--- config.mk ---
export PLATFORM = sky130hd
export DESIGN_NAME = websocket_frame_deframer_core
export DESIGN_NICKNAME = d
export VERILOG_FILES = /design/src/design/wsd_pkg.sv /design/src/design/wsd_input_stage.sv /design/src/design/wsd_parser.sv /design/src/design/wsd_output_stage.sv /design/src/design/websocket_frame_deframer_core.sv
export SDC_FILE = /design/constraint.sdc
export NUM_CORES = 1
export LEC_CHECK = 0
export ABC_CLOCK_PERIOD_IN_PS = 7500
export BUFFER_PORTS_ARGS = -buffer_cell sky130_fd_sc_hd__clkbuf_2
export CORE_ASPECT_RATIO = 1.5
export CORE_MARGIN = 2
export CORE_UTILIZATION = 70
export CTS_BUF_LIST = sky130_fd_sc_hd__clkbuf_4 sky130_fd_sc_hd__clkbuf_8
export DETAILED_ROUTE_END_ITERATION = 8
export PLACE_DENSITY = 0.88
export SYNTH_ARGS = -nofsm -noshare
export SYNTH_HDL_FRONTEND = slang
export SYNTH_SLANG_ARGS = --single-unit
--- constraint.sdc ---
create_clock -name clock -period 7.5 [get_ports clock]
set_clock_uncertainty 0.1 [all_clocks]
set_input_delay 0.75 -clock clock [delete_from_list [all_inputs] [get_ports clock]]
set_output_delay 0.75 -clock clock [all_outputs]
set_load 0.02 [all_outputs]
--- src/design/wsd_pkg.sv ---
// Shared types, codes and constants of the WebSocket frame deframer.
package wsd_pkg;

   // Default width of the frame length counter
   localparam int LENGTH_BITS_DEFAULT = 64;

   // Header byte counts
   localparam int CNT_BITS = 4;
   localparam logic [CNT_BITS-1:0] EXT16_BYTES = 4'd2;
   localparam logic [CNT_BITS-1:0] EXT64_BYTES = 4'd8;
   localparam logic [CNT_BITS-1:0] MASK_BYTES  = 4'd4;

   // Length codes of the second header byte
   localparam logic [6:0] LEN_CODE_EXT16 = 7'd126;
   localparam logic [6:0] LEN_CODE_EXT64 = 7'd127;

   // Opcodes
   localparam logic [3:0] OP_TEXT  = 4'h1;
   localparam logic [3:0] OP_CLOSE = 4'h8;
   localparam logic [3:0] OP_PING  = 4'h9;

   // Result kinds
   typedef enum logic [1:0] {
      KIND_TEXT  = 2'd0,
      KIND_EMPTY = 2'd1,
      KIND_PONG  = 2'd2,
      KIND_CLOSE = 2'd3
   } kind_type;

   // Parse phases, one-hot
   typedef enum logic [4:0] {
      PH_HDR0    = 5'b00001,
      PH_HDR1    = 5'b00010,
      PH_EXTLEN  = 5'b00100,
      PH_MASK    = 5'b01000,
      PH_PAYLOAD = 5'b10000
   } phase_type;

   // One result item
   typedef struct packed {
      kind_type   kind;
      logic [7:0] payload_byte;
      logic       last;
   } result_type;

endpackage

--- src/design/wsd_input_stage.sv ---
// Input register of the deframer: holds one received byte until the parser takes it.
module wsd_input_stage (
   input  logic       clock,
   input  logic       reset,
   input  logic       req_tvalid,
   output logic       req_tready,
   input  logic [7:0] req_tdata,
   input  logic       take,
   output logic       item_valid,
   output logic [7:0] item_byte
);

   logic       valid_ff;
   logic       valid_in;
   logic [7:0] byte_ff;
   logic [7:0] byte_in;
   logic       accept;

   // Accept a new item whenever the register is empty or drains this cycle
   assign req_tready = !valid_ff || take;
   assign accept     = req_tvalid && req_tready;

   always_comb begin
      valid_in = valid_ff;
      byte_in  = byte_ff;
      if (accept) begin
         valid_in = 1'b1;
         byte_in  = req_tdata;
      end else if (take) begin
         valid_in = 1'b0;
      end
   end

   always_ff @(posedge clock) begin
      if (reset) begin
         valid_ff <= 1'b0;
      end else begin
         valid_ff <= valid_in;
      end
   end

   always_ff @(posedge clock) begin
      byte_ff <= byte_in;
   end

   assign item_valid = valid_ff;
   assign item_byte  = byte_ff;

endmodule

--- src/design/wsd_parser.sv ---
// Frame parser of the deframer: header, extended length, mask key and payload unmasking.
module wsd_parser #(
   parameter int LENGTH_BITS = wsd_pkg::LENGTH_BITS_DEFAULT
) (
   input  logic                 clock,
   input  logic                 reset,
   input  logic                 step,
   input  logic [7:0]           item_byte,
   output logic                 res_valid,
   output wsd_pkg::result_type  res
);

   wsd_pkg::phase_type              phase_ff, phase_in;
   logic [3:0]                      opcode_ff, opcode_in;
   logic                            mask_on_ff, mask_on_in;
   logic [LENGTH_BITS-1:0]          length_ff, length_in;
   logic [wsd_pkg::CNT_BITS-1:0]    count_ff, count_in;
   logic [31:0]                     key_ff, key_in;
   logic [1:0]                      index_ff, index_in;
   logic                            closed_ff, closed_in;

   logic [LENGTH_BITS-1:0]          length_now;
   logic [wsd_pkg::CNT_BITS-1:0]    count_dec;
   logic [wsd_pkg::CNT_BITS-1:0]    count_inc;
   logic [6:0]                      code;
   logic [7:0]                      key_byte;
   logic                            final_byte;
   logic                            start;
   logic                            frame_end;
   logic                            end_empty;

   assign code      = item_byte[6:0];
   assign count_dec = count_ff - 1'b1;
   assign count_inc = count_ff + 1'b1;

   // Length as it stands after this byte
   always_comb begin
      length_now = length_ff;
      if (phase_ff == wsd_pkg::PH_HDR1) begin
         length_now = LENGTH_BITS'(code);
      end else if (phase_ff == wsd_pkg::PH_EXTLEN) begin
         length_now = {length_ff[LENGTH_BITS-9:0], item_byte};
      end
   end

   // Select the key byte for this payload position
   always_comb begin
      case (index_ff)
         2'd0:    key_byte = key_ff[31:24];
         2'd1:    key_byte = key_ff[23:16];
         2'd2:    key_byte = key_ff[15:8];
         default: key_byte = key_ff[7:0];
      endcase
   end

   assign final_byte = (length_ff[LENGTH_BITS-1:1] == '0);

   // Advance the phase and build the result
   always_comb begin
      phase_in   = phase_ff;
      opcode_in  = opcode_ff;
      mask_on_in = mask_on_ff;
      length_in  = length_ff;
      count_in   = count_ff;
      key_in     = key_ff;
      index_in   = index_ff;
      closed_in  = closed_ff;
      start      = 1'b0;
      frame_end  = 1'b0;
      end_empty  = 1'b0;
      res_valid  = 1'b0;
      res.kind         = wsd_pkg::KIND_TEXT;
      res.payload_byte = 8'd0;
      res.last         = 1'b0;

      if (step && !closed_ff) begin
         unique case (phase_ff)
            wsd_pkg::PH_HDR0: begin
               opcode_in = item_byte[3:0];
               phase_in  = wsd_pkg::PH_HDR1;
            end
            wsd_pkg::PH_HDR1: begin
               mask_on_in = item_byte[7];
               if (code == wsd_pkg::LEN_CODE_EXT16 || code == wsd_pkg::LEN_CODE_EXT64) begin
                  length_in = '0;
                  count_in  = (code == wsd_pkg::LEN_CODE_EXT16) ?
                              wsd_pkg::EXT16_BYTES : wsd_pkg::EXT64_BYTES;
                  phase_in  = wsd_pkg::PH_EXTLEN;
               end else begin
                  length_in = length_now;
                  if (item_byte[7]) begin
                     phase_in = wsd_pkg::PH_MASK;
                     count_in = '0;
                     key_in   = '0;
                  end else begin
                     key_in = '0;
                     start  = 1'b1;
                  end
               end
            end
            wsd_pkg::PH_EXTLEN: begin
               length_in = length_now;
               count_in  = count_dec;
               if (count_dec == '0) begin
                  if (mask_on_ff) begin
                     phase_in = wsd_pkg::PH_MASK;
                     count_in = '0;
                     key_in   = '0;
                  end else begin
                     key_in = '0;
                     start  = 1'b1;
                  end
               end
            end
            wsd_pkg::PH_MASK: begin
               key_in   = {key_ff[23:0], item_byte};
               count_in = count_inc;
               if (count_inc == wsd_pkg::MASK_BYTES) begin
                  count_in = '0;
                  start    = 1'b1;
               end
            end
            wsd_pkg::PH_PAYLOAD: begin
               index_in  = index_ff + 2'd1;
               length_in = final_byte ? '0 : length_ff - 1'b1;
               if (opcode_ff == wsd_pkg::OP_TEXT) begin
                  res_valid        = 1'b1;
                  res.kind         = wsd_pkg::KIND_TEXT;
                  res.payload_byte = item_byte ^ key_byte;
                  res.last         = final_byte;
                  if (final_byte) begin
                     phase_in = wsd_pkg::PH_HDR0;
                  end
               end else if (final_byte) begin
                  frame_end = 1'b1;
               end
            end
            default: begin
               phase_in = wsd_pkg::PH_HDR0;
            end
         endcase

         // Enter the payload, or end an empty frame at once
         if (start) begin
            index_in = 2'd0;
            if (length_now == '0) begin
               frame_end = 1'b1;
               end_empty = 1'b1;
            end else begin
               phase_in = wsd_pkg::PH_PAYLOAD;
            end
         end

         // Give the frame event, if any
         if (frame_end) begin
            phase_in = wsd_pkg::PH_HDR0;
            if (opcode_ff == wsd_pkg::OP_CLOSE) begin
               closed_in = 1'b1;
               res_valid = 1'b1;
               res.kind  = wsd_pkg::KIND_CLOSE;
            end else if (opcode_ff == wsd_pkg::OP_PING) begin
               res_valid = 1'b1;
               res.kind  = wsd_pkg::KIND_PONG;
            end else if (opcode_ff == wsd_pkg::OP_TEXT && end_empty) begin
               res_valid = 1'b1;
               res.kind  = wsd_pkg::KIND_EMPTY;
            end
         end
      end
   end

   always_ff @(posedge clock) begin
      if (reset) begin
         phase_ff   <= wsd_pkg::PH_HDR0;
         opcode_ff  <= '0;
         mask_on_ff <= 1'b0;
         length_ff  <= '0;
         count_ff   <= '0;
         key_ff     <= '0;
         index_ff   <= '0;
         closed_ff  <= 1'b0;
      end else begin
         phase_ff   <= phase_in;
         opcode_ff  <= opcode_in;
         mask_on_ff <= mask_on_in;
         length_ff  <= length_in;
         count_ff   <= count_in;
         key_ff     <= key_in;
         index_ff   <= index_in;
         closed_ff  <= closed_in;
      end
   end

endmodule

--- src/design/wsd_output_stage.sv ---
// Result register of the deframer: holds one result item until the receiver takes it.
module wsd_output_stage (
   input  logic                clock,
   input  logic                reset,
   input  logic                load,
   input  wsd_pkg::result_type res,
   output logic                can_load,
   output logic                rsp_tvalid,
   input  logic                rsp_tready,
   output logic [7:0]          rsp_tdata,  // [7:0] payload_byte
   output logic [1:0]          rsp_tuser,  // [1:0] kind
   output logic                rsp_tlast
);

   logic                valid_ff;
   logic                valid_in;
   wsd_pkg::result_type res_ff;
   wsd_pkg::result_type res_in;

   // Take a new result when empty or when the held one leaves this cycle
   assign can_load = !valid_ff || rsp_tready;

   always_comb begin
      valid_in = valid_ff;
      res_in   = res_ff;
      if (load) begin
         valid_in = 1'b1;
         res_in   = res;
      end else if (rsp_tready) begin
         valid_in = 1'b0;
      end
   end

   always_ff @(posedge clock) begin
      if (reset) begin
         valid_ff <= 1'b0;
      end else begin
         valid_ff <= valid_in;
      end
   end

   always_ff @(posedge clock) begin
      res_ff <= res_in;
   end

   assign rsp_tvalid = valid_ff;
   assign rsp_tdata  = res_ff.payload_byte;
   assign rsp_tuser  = res_ff.kind;
   assign rsp_tlast  = res_ff.last;

endmodule

--- src/design/websocket_frame_deframer_core.sv ---
// Top level of the WebSocket frame deframer.
//
// Received connection bytes enter on the req_ stream, one byte per item in
// req_tdata. Each byte is registered, parsed against the frame header, the
// extended length and the mask key, and any result is registered on the
// rsp_ stream: rsp_tdata carries the unmasked payload byte, rsp_tuser the
// kind (text byte, empty text frame, pong request, close received) and
// rsp_tlast marks the final payload byte of a text frame.
// A byte accepted at one clock edge has its result on rsp_tvalid from the
// next edge on, provided the result register is free by then.
// Throughput is one byte per cycle while the result register has room,
// set by the single parse step between the input register and the result
// register; bytes that give no result still take a parse step each.
// A synchronous reset empties both registers and returns the parser to
// the first header byte with the stream open. After a close frame every
// byte is taken and dropped until reset.
// When the receiver holds rsp_tready low, the full result register stops
// the parser and req_tready falls once the input register is full too.
module websocket_frame_deframer_core #(
   parameter int LENGTH_BITS = wsd_pkg::LENGTH_BITS_DEFAULT
) (
   input  logic       clock,
   input  logic       reset,
   input  logic       req_tvalid,
   output logic       req_tready,
   input  logic [7:0] req_tdata,   // [7:0] data_byte
   output logic       rsp_tvalid,
   input  logic       rsp_tready,
   output logic [7:0] rsp_tdata,   // [7:0] payload_byte
   output logic [1:0] rsp_tuser,   // [1:0] kind
   output logic       rsp_tlast
);

   logic                item_valid;
   logic [7:0]          item_byte;
   logic                can_load;
   logic                step;
   logic                res_valid;
   wsd_pkg::result_type res;

   // Parse the held byte whenever the result register has room
   assign step = item_valid && can_load;

   wsd_input_stage u_input (
      .clock      (clock),
      .reset      (reset),
      .req_tvalid (req_tvalid),
      .req_tready (req_tready),
      .req_tdata  (req_tdata),
      .take       (step),
      .item_valid (item_valid),
      .item_byte  (item_byte)
   );

   wsd_parser #(
      .LENGTH_BITS (LENGTH_BITS)
   ) u_parser (
      .clock     (clock),
      .reset     (reset),
      .step      (step),
      .item_byte (item_byte),
      .res_valid (res_valid),
      .res       (res)
   );

   wsd_output_stage u_output (
      .clock      (clock),
      .reset      (reset),
      .load       (res_valid),
      .res        (res),
      .can_load   (can_load),
      .rsp_tvalid (rsp_tvalid),
      .rsp_tready (rsp_tready),
      .rsp_tdata  (rsp_tdata),
      .rsp_tuser  (rsp_tuser),
      .rsp_tlast  (rsp_tlast)
   );

endmodule
# Word-level counts from Yosys, hierarchy flattened
# Index checks and enable logic that the tools add are counted.
word_totals:
  register_bits: 134
  input_bits: 12
  wordCells: 123
classes:
  add_sub_neg: 4
  eq_ne: 16
  mux: 61
  bitwise: 1
  n_reduce_logical: 27
op_table:
  columns: ["op", "n"]
  rows:
  - ["$mux 64", 4]
  - ["$pmux 64 s3", 1]
  - ["$pmux 32 s3", 1]
  - ["$logic_not 64->1", 1]
  - ["$mux 32", 2]
  - ["$sub 64x1->64 const B", 1]
  - ["$logic_not 63->1", 1]
  - ["$mux 5", 9]
  - ["$mux 1", 26]
  - ["$pmux 5 s5", 1]
  - ["$mux 4", 6]
  - ["$pmux 8 s3", 1]
  - ["$eq 7x7->1 const B", 2]
  - ["$mux 2", 6]
  - ["$pmux 4 s3", 1]
  - ["$mux 11", 1]
  - ["$mux 9", 1]
  - ["$reduce_and 3->1", 3]
  - ["$eq 4x4->1 const B", 2]
  - ["$reduce_and 2->1", 4]
  - ["$xor 8x8->8", 1]
  - ["$reduce_bool 2->1", 3]
  - ["$reduce_bool 3->1", 2]
  - ["$eq 5x1->1 const B", 1]
  - ["20 further kinds", 28]

# Depth between registers and ports, before layout
# Gate-level depths: netlist (run 1).
logic_depth:
  depth_word: 14
  depth_mapped: 11
  mapped_depth_nobuf: 10

# Cells and area by module
# Synthesis (run 1) repeated with hierarchy kept, for this count alone.
unflattened:
  cells_unflattened: 1125
  hier_area_um2: 8295.5
modules_own_cells:
  columns: ["module", "instances", "cells_each", "area_per_inst_um2"]
  rows:
  - ["wsd_parser", 1, 1096, 7617.3]
  - ["wsd_output_stage", 1, 15, 376.6]
  - ["wsd_input_stage", 1, 13, 295.3]
  - ["websocket_frame_deframer_core", 1, 1, 6.3]

# Worst setup path before layout (run 1)
# Ideal clock, no wire load.
synth_timing:
  kind: "reg2reg"
  from: "register u_parser.phase_ff[0]"
  to: "register u_output.res_ff (netlist bit u_output.rsp_tdata[0]), enable pin"
  setup_ns: 0.349
  t_arrival_ns: 2.501
  t_required_ns: 7.051
  slack_ns: 4.550
  stages_incl_launch_ff: 10
  path_buffers: 2
  period_less_slack_ns: 2.950
  cell_sequence: "dfxtp_1 buf_6 or3_1 buf_2 or4_1 a311o_1 a2111oi_4 nand2_1 o21ai_1 o21ba_1"
synth_between:
  elab_chain_len: 13
  elab_cells_between_ends: 23
synth_rtl:
  columns: ["element", "line", "text"]
  rows:
  - ["from (decl)", "wsd_parser.sv:13", "wsd_pkg::phase_type phase_ff, phase_in;"]
  - ["from (signal assigned)", "wsd_parser.sv:174", "phase_ff <= wsd_pkg::PH_HDR0;"]
  - ["from (signal assigned)", "wsd_parser.sv:183", "phase_ff <= phase_in;"]
  - ["$eq 5x3->1", "wsd_parser.sv:41, wsd_parser.sv:77", null]
  - ["$mux 64", "wsd_parser.sv:41", "end else if (phase_ff == wsd_pkg::PH_EXTLEN) begin"]
  - ["$mux 64", "wsd_parser.sv:39", "if (phase_ff == wsd_pkg::PH_HDR1) begin"]
  - ["$logic_not 64->1", "wsd_parser.sv:146", "if (length_now == '0) begin"]
  - ["$mux 1", "wsd_parser.sv:146", null]
  - ["$mux 1", "wsd_parser.sv:144", "if (start) begin"]
  - ["$mux 1", "wsd_parser.sv:76", "if (step && !closed_ff) begin"]
  - ["$logic_and 1x1->1", "wsd_parser.sv:164", "end else if (opcode_ff == wsd_pkg::OP_TEXT && end_empty) begin"]
  - ["$mux 1", "wsd_parser.sv:164", null]
  - ["$mux 1", "wsd_parser.sv:161", "end else if (opcode_ff == wsd_pkg::OP_PING) begin"]
  - ["$mux 1", "wsd_parser.sv:157", "if (opcode_ff == wsd_pkg::OP_CLOSE) begin"]
  - ["$mux 1 *", "wsd_parser.sv:155", "if (frame_end) begin"]
  - ["$mux 1 *", "wsd_parser.sv:76", null]
  - ["net res_valid", "websocket_frame_deframer_core.sv:38", "logic res_valid;"]
  - ["to (signal assigned)", "wsd_output_stage.sv:43", "res_ff <= res_in;"]
  - ["to (decl)", "wsd_output_stage.sv:17", "wsd_pkg::result_type res_ff;"]
# Mark *: on every way through the listed nets, which the timed path passes. The rest lies on a longest branch. The select of a mux whose other input is x is not followed.
# A chain may end at the register's enable or synchronous reset.

# Final worst setup path (run 1)
layout_timing:
  from: "register u_parser.phase_ff[2]"
  to: "register u_parser.length_ff[9]"
layout_between:
  elab_chain_len: 5
  elab_cells_between_ends: 9
layout_rtl:
  columns: ["element", "line", "text"]
  rows:
  - ["$eq 5x3->1", "wsd_parser.sv:41, wsd_parser.sv:77", null]
  - ["$mux 64", "wsd_parser.sv:41", null]
  - ["$mux 64", "wsd_parser.sv:39", null]
  - ["$mux 64", "wsd_parser.sv:84", "if (code == wsd_pkg::LEN_CODE_EXT16 || code == wsd_pkg::LEN_CODE_EXT64) begin"]
  - ["$pmux 64 s3", "wsd_parser.sv:77", "unique case (phase_ff)"]
  - ["to (signal assigned)", "wsd_parser.sv:186", "length_ff <= length_in;"]
  - ["to (decl)", "wsd_parser.sv:16", "logic [LENGTH_BITS-1:0] length_ff, length_in;"]
# Several ways; a longest one is shown, not always the timed one.

==> flow_summary.ini, run 1 <==
[yosys]
synth-seq-cells = 134
ys_async_sr_fraction_pct = 0
synth_common_cells = nand2_1 (121), dfxtp_1 (115), a21oi_1 (105), nor2_1 (100), clkbuf_1 (68)
yosys-top-cells-area = dfxtp_1 (29%), edfxtp_1 (7.1%), a21oi_1 (6.6%), nand2_1 (5.7%), nor2_1 (4.7%)
syn_area_per_cell_um2 = 7.59
synth_edf_count = 19
syn_inst = 1056
syn-num-nets = 1077
synth_flop_cell = dfxtp_1
yosysTopAreaCell = dfxtp_1
ys.warnings.count = 0
synth.distinct_cells = 63
seq_area_frac_synth_pct = 35.8
synth_top_area_share_pct = 28.7
syn_area_um2 = 8010
yosysMostFrequentCell = nand2_1

[die]
die_h_um = 135
io_pins = 25
fp-row-count = 47
core-area_um2 = 11100
start_util_pct = 72.1
die_area_um2 = 12300
die_w_um = 91.4

[route]
vias = 8744
drcViolationCount = 0
wl_met1_mm = 8.80
first_pass_iters = 8
route.met2.wl_mm = 12.9
wl_per_cell_um = 22.4
ant_nets = 0
wl_met3_mm = 2.49
via_per_inst = 7.42
drt_iter0_drc = 1164
top_layer_used = met4
wl_mm = 26.4

[hold_path]
hp-start = req_tdata[3]
min_to = u_input.item_byte[3]
hold_depth = 1
hp-class = in -> reg

[worst_setup_path]
cp-end-kind = register
worst_setup_path_start_kind = register
cp_slowest_cell = dfxtp_1
cp_top_family = simple AND/OR/NAND/NOR gates
crit_chain = nand3_1, a31oi_4, buf_4, nand2_1, or3_1, a31oi_1
r2r_slack_ns = 3.09
reg2reg_to = u_parser.length_ff[9]
critPathMaxStageDelay_ns = 0.97
crit_buf_inv = 1
crit_type = reg -> reg
critPathArrivalTime_ns = 4.70
cp_max_fo = 59
r2r.worst_path.cells = 6
required_ns = 7.79
rr_startpoint = u_parser.phase_ff[2]

[clock_network]
cts-root-buf = clkbuf_8
clk_pin_slew_ns = 0.09
cts_resized = 0
cts_hold_buf = 0
max-clock-path-buffers = 2
cts_buffers = 17
cts_setup_buffers = 0
cts_tree = yes
clk_latency_ns = 0.47
h-tree-depth = 4
clock-sinks = 134

[sta]
fin_tns_setup_ns = 0
rsz0062_at_grt = no
final.setup.worst_slack_ns = 3.09
final-setup-viol-count = 0
hold_violations = 0
worstMarginPinSlew_ns = 1.21
drv_slew = 0
fin_crit_ns = 4.41
finalCritPeriodShare_pct = 58.8
fmax_mhz = 227
max-slew-margin-rel_pct = 19.3

[place]
dp_slack_ns = 3.39
dp_hpwl_mm = 17.6
port_buffers = 24
gp_congestion = 1.04

[pwr]
vdd_drop_max_mv = 0.163
power_mw = 1.51
power.leakage_nw = 3.01
p_per_area_nw_per_um2 = 177

[layout]
fin_nets = 1040
register_area_um2 = 2870
nFillCells = 862
multiInputGateArea_um2 = 4740
n_antenna_cell = 0
area_growth_pct = 6.15
final_layout_size_suffix_gt1_share_pct = 8.72

[grt]
grt_pass1_vias = 8176
grt_max_degree = 60
grt_pass1_wl_mm = 41.8
grt_use_total_pct = 42.8
antenna_found_initial = 0
grt_overflow = 0

[run]
drv_cap = 0

[outcome]
status = finished clean
## cell type report
class	count	area share, %
inverter	14	0.618
clock inverter	15	2.54
timing repair buffer	35	2.41
clock buffer	17	2.75
sequential	134	33.8
tap	147	2.16
multi-input combinational	817	55.7
## flip-flops by register name, summed over array words and instances, names as in the netlist
name,flops
u_output.rsp_tvalid,1
u_output.rsp_tdata,8
u_parser.phase_ff,5
u_parser.closed_ff,1
u_output.rsp_tuser,2
u_parser.key_ff,32
u_parser.mask_on_ff,1
u_parser.index_ff,2
u_parser.count_ff,4
u_input.item_valid,1
u_input.item_byte,8
u_output.rsp_tlast,1
u_parser.length_ff,64
u_parser.opcode_ff,4
## placed cells by master (no fill, tap or decap), types with 8 or more instances in the layout
master / Yosys / routed
nand2_1: 121 / 120
dfxtp_1: 115 / 115
a21oi_1: 105 / 105
nor2_1: 100 / 99
nand3_1: 65 / 65
nor3_1: 60 / 60
o21ai_0: 45 / 45
o21ai_1: 40 / 40
a22oi_1: 29 / 29
nor4_1: 28 / 28
clkbuf_2: 0 / 23
edfxtp_1: 19 / 19
or3_1: 18 / 18
clkbuf_8: 0 / 17
a32o_1: 15 / 15
inv_1: 14 / 14
mux2i_1: 14 / 14
buf_4: 2 / 12
a31oi_1: 12 / 11
a221oi_1: 11 / 11
o22ai_1: 10 / 10
o32ai_1: 10 / 10
nand4_1: 9 / 9
a222oi_1: 9 / 9
ha_1: 9 / 9
xnor2_1: 8 / 8
## worst register-to-register path: cells and delay by family (launching register included)
kind	cells	cell delay, ns
flip-flops	1	0.97
AO/OA/AOI/OAI	2	0.54
AND/OR/NAND/NOR	3	2.21
buffers and inverters	1	0.52
## stage by stage
stage | utilization, % | instances | cell area, um^2 | hold WS (ns)
after floorplan | - | 1056 | 8010 | 0.331
after global placement | 72.5 | 1147 | 8060 | 0.339
after detailed placement | 72.5 | 1147 | 8060 | 0.343
after CTS | 76.5 | 1179 | 8510 | 0.353
after global routing | 76.5 | 1179 | 8510 | 0.356
final | 76.5 | 1179 | 8510 | 0.355
## where the power goes
| group | switching (mW) | internal, mW | total (mW) |
|---|---|---|---|
| registers | 0.0165 | 0.732 | 0.749 |
| clock network | 0.326 | 0.371 | 0.697 |
| logic | 0.0410 | 0.0185 | 0.0595 |
## worst max-delay path by stage
stage	startpoint	end	slack, ns	cells past startpoint
after CTS	u_parser.phase_ff[2]	u_parser.length_ff[9]	3.35	6
after global placement	u_parser.phase_ff[2]	u_parser.length_ff[9]	3.43	6
final	u_parser.phase_ff[2]	u_parser.length_ff[9]	3.09	6
after floorplan	u_parser.phase_ff[0]	u_output.rsp_tdata[0]	4.55	9
after detailed placement	u_parser.phase_ff[2]	u_parser.length_ff[9]	3.39	6
after global routing	u_parser.phase_ff[2]	u_parser.length_ff[9]	3.02	6
## cell families (layout without fill, tap and decap cells)
logic type,after synthesis,in the layout,synth area share (%)
adders and majority gates,9,9,1.41
buffers and inverters,105,81,5.37
and+or+nand+nor,457,457,28.3
muxes,14,14,1.75
DFF,134,134,35.8
AOI/OAI and AO/OA,328,328,26.3
xor gates and xnor gates,9,9,0.984
## layer usage
| metal | GRT usage (%) | vias to the layer above |
|---|---|---|
| met4 | 34.6 | 0 |
| met2 | 72.9 | 625 |
| met1 | 45.5 | 4033 |
| li1 | - | 3885 |
| met3 | 8.71 | 201 |
| met5 | 0 | - |
No activity file was read; power rests on OpenSTA's default activity.
==> run 2, diff against run 1 <==
--- a/config.mk
+++ b/config.mk
@@ -5,14 +5,14 @@
 export SDC_FILE = /design/constraint.sdc
 export NUM_CORES = 1
 export LEC_CHECK = 0
-export ABC_CLOCK_PERIOD_IN_PS = 7500
+export ABC_CLOCK_PERIOD_IN_PS = 4200
 export BUFFER_PORTS_ARGS = -buffer_cell sky130_fd_sc_hd__clkbuf_2
 export CORE_ASPECT_RATIO = 1.5
 export CORE_MARGIN = 2
-export CORE_UTILIZATION = 70
+export CORE_UTILIZATION = 65
 export CTS_BUF_LIST = sky130_fd_sc_hd__clkbuf_4 sky130_fd_sc_hd__clkbuf_8
 export DETAILED_ROUTE_END_ITERATION = 8
-export PLACE_DENSITY = 0.88
+export PLACE_DENSITY = 0.83
 export SYNTH_ARGS = -nofsm -noshare
 export SYNTH_HDL_FRONTEND = slang
 export SYNTH_SLANG_ARGS = --single-unit
==> constraint.sdc (replaced) <==
create_clock -name clock -period 4.2 [get_ports clock]
set_clock_uncertainty 0.1 [all_clocks]
set_input_delay 0.42 -clock clock [delete_from_list [all_inputs] [get_ports clock]]
set_output_delay 0.42 -clock clock [all_outputs]
set_load 0.02 [all_outputs]
==> run 2 against run 1 <==
Net effect:
- maximum frequency grew 21%
- core utilization shrank 4.9 points
- power grew 77%
- sequential share of layout area shrank 0.41 points
- combinational power grew 90%
- hold slack lost 0.33 ns
- final area grew 1.2%
- clock power grew 74%
- sequential cell count is the same
==> flow_summary.ini, run 2 (same netlist as run 1, synthesis figures left out) <==
[clock_network]
cts_resized = 0
cts_hold_buf = 0
cts-root-buf = clkbuf_8
cts_tree = yes
clock-sinks = 134
max-clock-path-buffers = 2
clk_latency_ns = 0.46
clk_pin_slew_ns = 0.09
cts_buffers = 17
h-tree-depth = 4
cts_setup_buffers = 0

[hold_path]
hold_depth = 1
hp-start = req_tdata[0]
hp-class = in -> reg

[grt]
grt_use_total_pct = 41.6
grt_max_degree = 67
antenna_found_initial = 0
grt_pass1_wl_mm = 42.9
grt_overflow = 0
grt_pass1_vias = 8266

[run]
drv_cap = 0

[route]
first_pass_iters = 7
ant_nets = 0
drt_iter0_drc = 1107
vias = 8659
drcViolationCount = 0
wl_per_cell_um = 22.5
via_per_inst = 7.22
wl_mm = 27.0

[sta]
final-setup-viol-count = 0
max-slew-margin-rel_pct = 24.2
rsz0062_at_grt = no
drv_slew = 0
hold-worst-slack_ns = 0.0298
worstMarginPinSlew_ns = 1.13
fin_crit_ns = 3.66
fin_tns_setup_ns = 0
hold_violations = 0
fmax_mhz = 273
finalCritPeriodShare_pct = 87.1

[pwr]
power.leakage_nw = 3.06
vdd_drop_max_mv = 0.351
p_per_area_nw_per_um2 = 309

[layout]
n_antenna_cell = 0
fin_area_um2 = 8610
fin_nets = 1054
area_growth_pct = 7.45
final_common_cell = nand2_1
register_area_um2 = 2870
largest-register = u_parser.length_ff
final_cell_mix = nand2_1 (120), dfxtp_1 (115), a21oi_1 (105), nor2_1 (99), nand3_1 (65)
nFillCells = 1044
largest_reg_flops = 64
reg_top3 = u_parser.length_ff (64), u_parser.key_ff (32)
final_layout_size_suffix_gt1_share_pct = 9.94
multiInputGateArea_um2 = 4740

[worst_setup_path]
startpoint = u_parser.phase_ff[1]
r2r_slack_ns = 0.54
worst_setup_path_start_kind = register
crit_type = reg -> reg
rr_startpoint = u_parser.phase_ff[1]
cp_max_fo = 16
crit_path_end = u_output.rsp_tdata[1]
required_ns = 4.20
r2r.worst_path.cells = 8
critPathArrivalTime_ns = 3.65
cp-end-kind = register
reg2reg_to = u_output.rsp_tdata[1]

[place]
port_buffers = 24
place_area_um2 = 8180
gp_congestion = 1.02
dp_hpwl_mm = 18.2

[die]
die_w_um = 94.7
die_h_um = 140
core-area_um2 = 12000
io_pins = 25
die_area_um2 = 13300
fp-row-count = 49
start_util_pct = 66.7

[outcome]
status = finished clean
==> run 2: changes by cell type in the layout (fill, tap and decap cells not counted), sizes merged <==
cell and delta:
inv +2, clkbuf +1, clkinvlp +2, clkinv -4
buf +14, bufinv -1
==> run 2: worst min-delay path by stage <==
| stage | to | slack (ns) |
|---|---|---|
| after global routing | u_input.item_byte[2] | 0.02 |
| after detailed placement | u_parser.key_ff[27] | 0.34 |
| after CTS | u_input.item_byte[0] | 0.02 |
| after global placement | u_parser.key_ff[27] | 0.34 |
| final | u_input.item_byte[0] | 0.03 |
| after floorplan | u_parser.key_ff[25] | 0.33 |
==> run 2: power breakdown <==
group	internal, mW	switching (mW)	leakage (nW)
Sequential	1.31	0.0251	1.13
Clock	0.613	0.600	0.209
Combinational	0.0350	0.0776	1.72
==> run 2: layout make-up <==
type | count | area share [%]
Timing Repair Buffer | 49 | 3.75
Multi-Input combinational cell | 817 | 55.1
Clock buffer | 18 | 2.80
Tap cell | 153 | 2.22
Sequential cell | 134 | 33.4
Clock inverter | 14 | 2.18
Inverter | 14 | 0.610
==> run 2: layer usage <==
metal / part of all wire, % / up-vias / track usage [%] / routed length, um
met1: 34 / 3991 / 46.6 / 9210
met4: 7.9 / 0 / 30.4 / 2150
met5: 0 / - / 0 / 0
li1: - / 3908 / - / -
met3: 8.8 / 181 / 10.7 / 2390
met2: 49 / 579 / 67.2 / 13300
==> run 2: metrics by stage <==
step | power, mW | std cells | utilization (%) | setup slack [ns]
2_1_floorplan | 1.43 | 1056 | - | 1.25
3_3_place_gp | 1.47 | 1167 | 68.1 | 0.737
3_5_place_dp | 1.47 | 1167 | 68.1 | 0.627
4_1_cts | 2.65 | 1199 | 71.7 | 0.600
5_1_grt | 2.72 | 1199 | 71.7 | 0.311
6_report | 2.66 | 1199 | 71.7 | 0.543
==> run 2: worst max-delay path, stage by stage, from the launching register on <==
cell and delay (ns):
dfxtp_1 0.67, inv_1 0.24, or3_1 0.66, nor3_2 0.30
nor3_2 0.12, a2111oi_4 0.42, nand2_1 0.15, o21ai_1 0.16
o21ba_1 0.47
